**config.mk**
```make
export PLATFORM = sky130hd
export DESIGN_NAME = lqrgs_clamp
export DESIGN_NICKNAME = d
export VERILOG_FILES = /design/src/rtl/lqrgs_pkg.sv /design/src/rtl/lqrgs_clamp.sv
export SDC_FILE = /design/constraint.sdc
export NUM_CORES = 1
export LEC_CHECK = 0
export BUFFER_PORTS_ARGS = -buffer_cell sky130_fd_sc_hd__buf_2
export CAP_MARGIN = 10
export CORE_ASPECT_RATIO = 0.6
export CORE_MARGIN = 8
export CORE_UTILIZATION = 41
export CTS_CLUSTER_DIAMETER = 150
export DETAILED_ROUTE_END_ITERATION = 16
export SYNTH_ARGS = -nofsm -noshare
export SYNTH_HDL_FRONTEND = slang
export SYNTH_SLANG_ARGS = --single-unit
```
**constraint.sdc**
```tcl
create_clock -name clk -period 8.2 [get_ports clk]
set_input_delay 0.82 -clock clk [delete_from_list [all_inputs] [get_ports clk]]
set_output_delay 0.82 -clock clk [all_outputs]
set_load 0.01 [all_outputs]
```
**src/rtl/lqrgs_pkg.sv**
```systemverilog
`timescale 1ns / 1ps
`default_nettype none
package lqrgs_pkg;

  localparam int StateCount = 6;
  localparam int PolyTerms  = 4;
  localparam int GainRows   = 2;
  localparam int GainCount  = StateCount * GainRows;

  // state element, gain, rounded product and row sum widths
  localparam int XW   = 33;
  localparam int GW   = 30;
  localparam int PW   = 47;
  localparam int SW   = 51;
  localparam int LIMW = 31;

  typedef logic signed [XW-1:0] state_vec_t [StateCount];

  localparam logic [7:0] REG_WHEEL_LIMIT = 8'd0;
  localparam logic [7:0] REG_LEG_LIMIT   = 8'd1;
  localparam logic [7:0] REG_POS_OFFSET  = 8'd2;
  localparam logic [7:0] REG_AIR_ENABLE  = 8'd3;

  // row 2*c + r: c0 (L), c1 (L^2), c2 (L^3), c3 (constant), Q16.16
  localparam logic signed [31:0] COEF_ROM [GainCount][PolyTerms] = '{
    '{-32'sd8263225, 32'sd13402763, -32'sd11903823, 32'sd60187},
    '{32'sd18444527, -32'sd58821341, 32'sd63920433, 32'sd1717},
    '{-32'sd862257, 32'sd79697, -32'sd345925, -32'sd3531},
    '{32'sd703208, 32'sd272504, -32'sd1798121, -32'sd66676},
    '{32'sd978500, -32'sd5084164, 32'sd6768399, -32'sd847075},
    '{32'sd21222174, -32'sd64099956, 32'sd66825414, -32'sd1923420},
    '{32'sd772186, -32'sd3181012, 32'sd3508138, -32'sd713289},
    '{32'sd14250701, -32'sd41102538, 32'sd41700748, -32'sd1514898},
    '{-32'sd4823205, 32'sd9697487, -32'sd8833114, 32'sd1844902},
    '{-32'sd7538158, 32'sd35131119, -32'sd44336473, 32'sd2509710},
    '{-32'sd815336, 32'sd1979899, -32'sd1943687, 32'sd341197},
    '{-32'sd3397457, 32'sd11426512, -32'sd12696354, 32'sd549870}
  };

endpackage
`default_nettype wire

```
**src/rtl/lqrgs_clamp.sv**
```systemverilog
`timescale 1ns / 1ps
`default_nettype none
module lqrgs_clamp (
  input  wire logic                              clk,
  input  wire logic                              en,
  input  wire logic signed [lqrgs_pkg::SW-1:0]   wheel_l,
  input  wire logic signed [lqrgs_pkg::SW-1:0]   wheel_r,
  input  wire logic signed [lqrgs_pkg::SW-1:0]   leg_l,
  input  wire logic signed [lqrgs_pkg::SW-1:0]   leg_r,
  input  wire logic [lqrgs_pkg::LIMW-1:0]        wheel_lim,
  input  wire logic [lqrgs_pkg::LIMW-1:0]        leg_lim,
  output logic signed [31:0]                     wheel_l_q,
  output logic signed [31:0]                     wheel_r_q,
  output logic signed [31:0]                     leg_l_q,
  output logic signed [31:0]                     leg_r_q,
  output logic                                   hit_q
);
  import lqrgs_pkg::*;

  logic signed [SW-1:0] v [4];
  logic signed [SW-1:0] lim [4];
  logic signed [31:0]   c [4];
  logic [3:0]           hit;

  always_comb begin
    v[0] = wheel_l; v[1] = wheel_r; v[2] = leg_l; v[3] = leg_r;
    lim[0] = SW'({1'b0, wheel_lim});
    lim[1] = lim[0];
    lim[2] = SW'({1'b0, leg_lim});
    lim[3] = lim[2];
    for (int i = 0; i < 4; i++) begin
      if (v[i] > lim[i]) begin
        c[i] = lim[i][31:0]; hit[i] = 1'b1;
      end else if (v[i] < -lim[i]) begin
        c[i] = -lim[i][31:0]; hit[i] = 1'b1;
      end else begin
        c[i] = v[i][31:0]; hit[i] = 1'b0;
      end
    end
  end

  always_ff @(posedge clk) begin
    if (en) begin
      wheel_l_q <= c[0];
      wheel_r_q <= c[1];
      leg_l_q   <= c[2];
      leg_r_q   <= c[3];
      hit_q     <= |hit;
    end
  end

endmodule
`default_nettype wire

```
==> impl_metrics.json <==
{
  "syn_avg_cell_area_sq_um": 8.76,
  "use_met1": 0.442,
  "final_core_util": 0.489,
  "worstMarginPinSlew_ps": 1250,
  "syn_nets": 2543,
  "yosysMostFrequentCell": "ha_1",
  "rows": 58,
  "start_kind": "input pin",
  "crit_path_end_kind": "flip-flop",
  "grt.busiest_layer": "met1",
  "dp_cells": 2859,
  "path_class": "in -> reg",
  "power_density_mw_per_mm2": 123,
  "clock-sinks": 129,
  "drv_slew": 0,
  "cp.arrival_ps": 7320,
  "clk_pin_slew_worst_paths_ps": 70,
  "worstHoldPathCells": 3,
  "grt_pass1_vias": 17500,
  "setup_viol": 0,
  "setup_ws_ps": 1090,
  "seq_area_sq_mm": 0.00387,
  "grt_max_degree": 85,
  "whs_ps": 705,
  "grtUsageMet2": 0.405,
  "vias": 18300,
  "yosysTopAreaCell": "ha_1",
  "synth_top_cells_by_count": "ha_1 (318), nand2_1 (171), edfxtp_1 (129)",
  "cts-htree-levels": 4,
  "final_antenna_net_count": 0,
  "syn_inst": 1957,
  "fill_cells": 4114,
  "cts_hold_buf": 0,
  "hold-path-endpoint": "leg_l_q[27]",
  "die-area_sq_mm": 0.0488,
  "dp_slack_ps": 865,
  "design_area_sq_mm": 0.0203,
  "fin_crit_sh": 0.867,
  "ys_types": 85,
  "outcome": "finished clean",
  "ir_drop_uv": 102,
  "cts_tree": "done",
  "core_region_area_sq_mm": 0.0416,
  "post-dp-hpwl_mm": 61.4,
  "initial_core_util": 0.412,
  "antenna_found_initial": 15,
  "synth_area_sq_mm": 0.0171,
  "placed_cell_area_sq_mm": 0.0197,
  "drive_gt1_frac": 0.224,
  "finalHoldViolations": 0,
  "synth_edf_count": 129,
  "wl_per_cell_um": 26.3,
  "hold_class": "in -> reg",
  "path_max_fanout": 19,
  "grt_first_pass_wirelength_mm": 112,
  "leakagePower_nw": 9.20,
  "finalCriticalPeriod_ps": 7110,
  "ys.flop_type": "edfxtp_1",
  "grt_overflow": 0,
  "cts_resized": 0,
  "layout.nets": 2894,
  "area_delta_synth_final_pct": 18.6,
  "gp_congestion": 1.02,
  "die_h_um": 174,
  "finalNonFillerCells": 2905,
  "ctsLongestPathBuffers": 2,
  "yosys_warnings": 0,
  "grtUsageTotal": 0.298,
  "synth.top_cells.by_area": "ha_1 (23%), edfxtp_1 (23%), mux2i_1 (4.0%)",
  "cap_violations": 0,
  "via_per_inst": 6.30,
  "final.setup.tns_ps": 0,
  "dr.pass1.iters": 8,
  "grt_use_met3": 0.0817,
  "clockRootBuffer": "clkbuf_16",
  "fmax_mhz": 141,
  "multiInputGateArea_sq_mm": 0.0125,
  "rsz0062_at_grt": "false",
  "wl_mm": 76.5,
  "boundaryPins": 397,
  "relSlewSlack": 0.159,
  "min-delay-start": "leg_lim[27]",
  "required_ps": 8410,
  "drc_errors": 0,
  "drt_iter0_markers": 2145,
  "yosysSeqAreaShare": 0.226,
  "cts_buffers": 17,
  "synth.top_cell.area_share": 0.232,
  "synth_seq_cells": 129,
  "chipWidth_um": 280,
  "io_buffers": 396,
  "async_flop_share": 0,
  "finalPower_mw": 2.50,
  "post-cts-setup-buffer-count": 0
}
-- routing by layer --
layer / part of all wire / wire [um]
met1: 0.45 / 34400
met2: 0.40 / 30600
met4: 0.029 / 2200
met3: 0.12 / 9210
met5: 0.00034 / 26
-- critical path: stages --
cell	delay (ps)
buf_2	130
inv_1	100
ha_1	420
nor4b_2	550
nand4_1	340
nor4_1	310
buf_4	200
nand3_1	440
nor4_1	540
nand2b_1	220
ha_1	250
a21oi_1	170
o21a_1	140
o21ba_2	120
o21ai_0	200
a21oi_1	260
o21a_1	560
or2_1	960
o22ai_1	220
a221o_1	320
-- worst max path at each step --
stage | endpoint | slack (ps) | startpoint
after global routing | hit_q | 680 | wheel_lim[1]
final | wheel_r_q[12] | 1090 | wheel_lim[1]
after floorplan | wheel_l_q[6] | 2350 | wheel_lim[1]
after CTS | wheel_r_q[12] | 1310 | wheel_lim[1]
after global placement | leg_r_q[22] | 990 | leg_lim[2]
after detailed placement | wheel_r_q[21] | 870 | wheel_lim[1]
-- flip-flops by register name (all words and copies together) (netlist names) --
name       count
wheel_r_q     32
hit_q          1
wheel_l_q     32
leg_r_q       32
leg_l_q       32
-- layout by cell type (no fill, tap or decap), types with 10 or more instances in the layout --
cell type / instances
o22a_1: 31
nor2b_1: 13
mux2_1: 24
a21oi_1: 121
xnor2_1: 46
o221ai_1: 23
diode_2: 14
nand4_1: 64
a221o_1: 20
nand2b_1: 12
a21o_1: 48
nor3_1: 54
clkbuf_16: 17
ha_1: 318
or4_1: 11
inv_1: 94
or3_1: 10
nand3_1: 67
o22ai_1: 44
buf_4: 29
a211oi_1: 17
o21ai_0: 64
nor2_1: 124
mux2_2: 29
o21a_1: 16
mux2i_1: 69
nand2_1: 171
a31oi_1: 12
buf_2: 395
and4_1: 15
edfxtp_1: 129
and3_1: 15
o21ai_1: 22
nor4_1: 42
o211ai_1: 26
-- power breakdown --
part	switching [mW]	total, mW	internal (mW)
logic	0.533	0.857	0.323
clock network	0.366	0.816	0.450
registers	0.0222	0.826	0.804
-- logic make-up (layout without fill, tap and decap cells) --
group | after synthesis | in the layout | share of synthesized area
AO/OA/AOI/OAI | 523 | 523 | 0.210
XOR/XNOR | 50 | 50 | 0.0264
other | 0 | 14 | 0
adder cells (fa/ha/maj) | 318 | 318 | 0.232
AND/OR/NAND/NOR | 626 | 626 | 0.183
buffers and inverters | 189 | 553 | 0.0469
flip-flops | 129 | 129 | 0.226
multiplexers | 122 | 122 | 0.0751
-- final cells by class --
cell class | instances | area share
diodes | 14 | 0.00172
clock buffers | 17 | 0.0209
clock inverters | 15 | 0.00776
inverters | 95 | 0.0176
multi-input cells | 1639 | 0.617
flip-flops and latches | 129 | 0.191
well taps | 570 | 0.0351
repair buffers | 426 | 0.110
No activity file was read; power rests on OpenSTA's default activity.
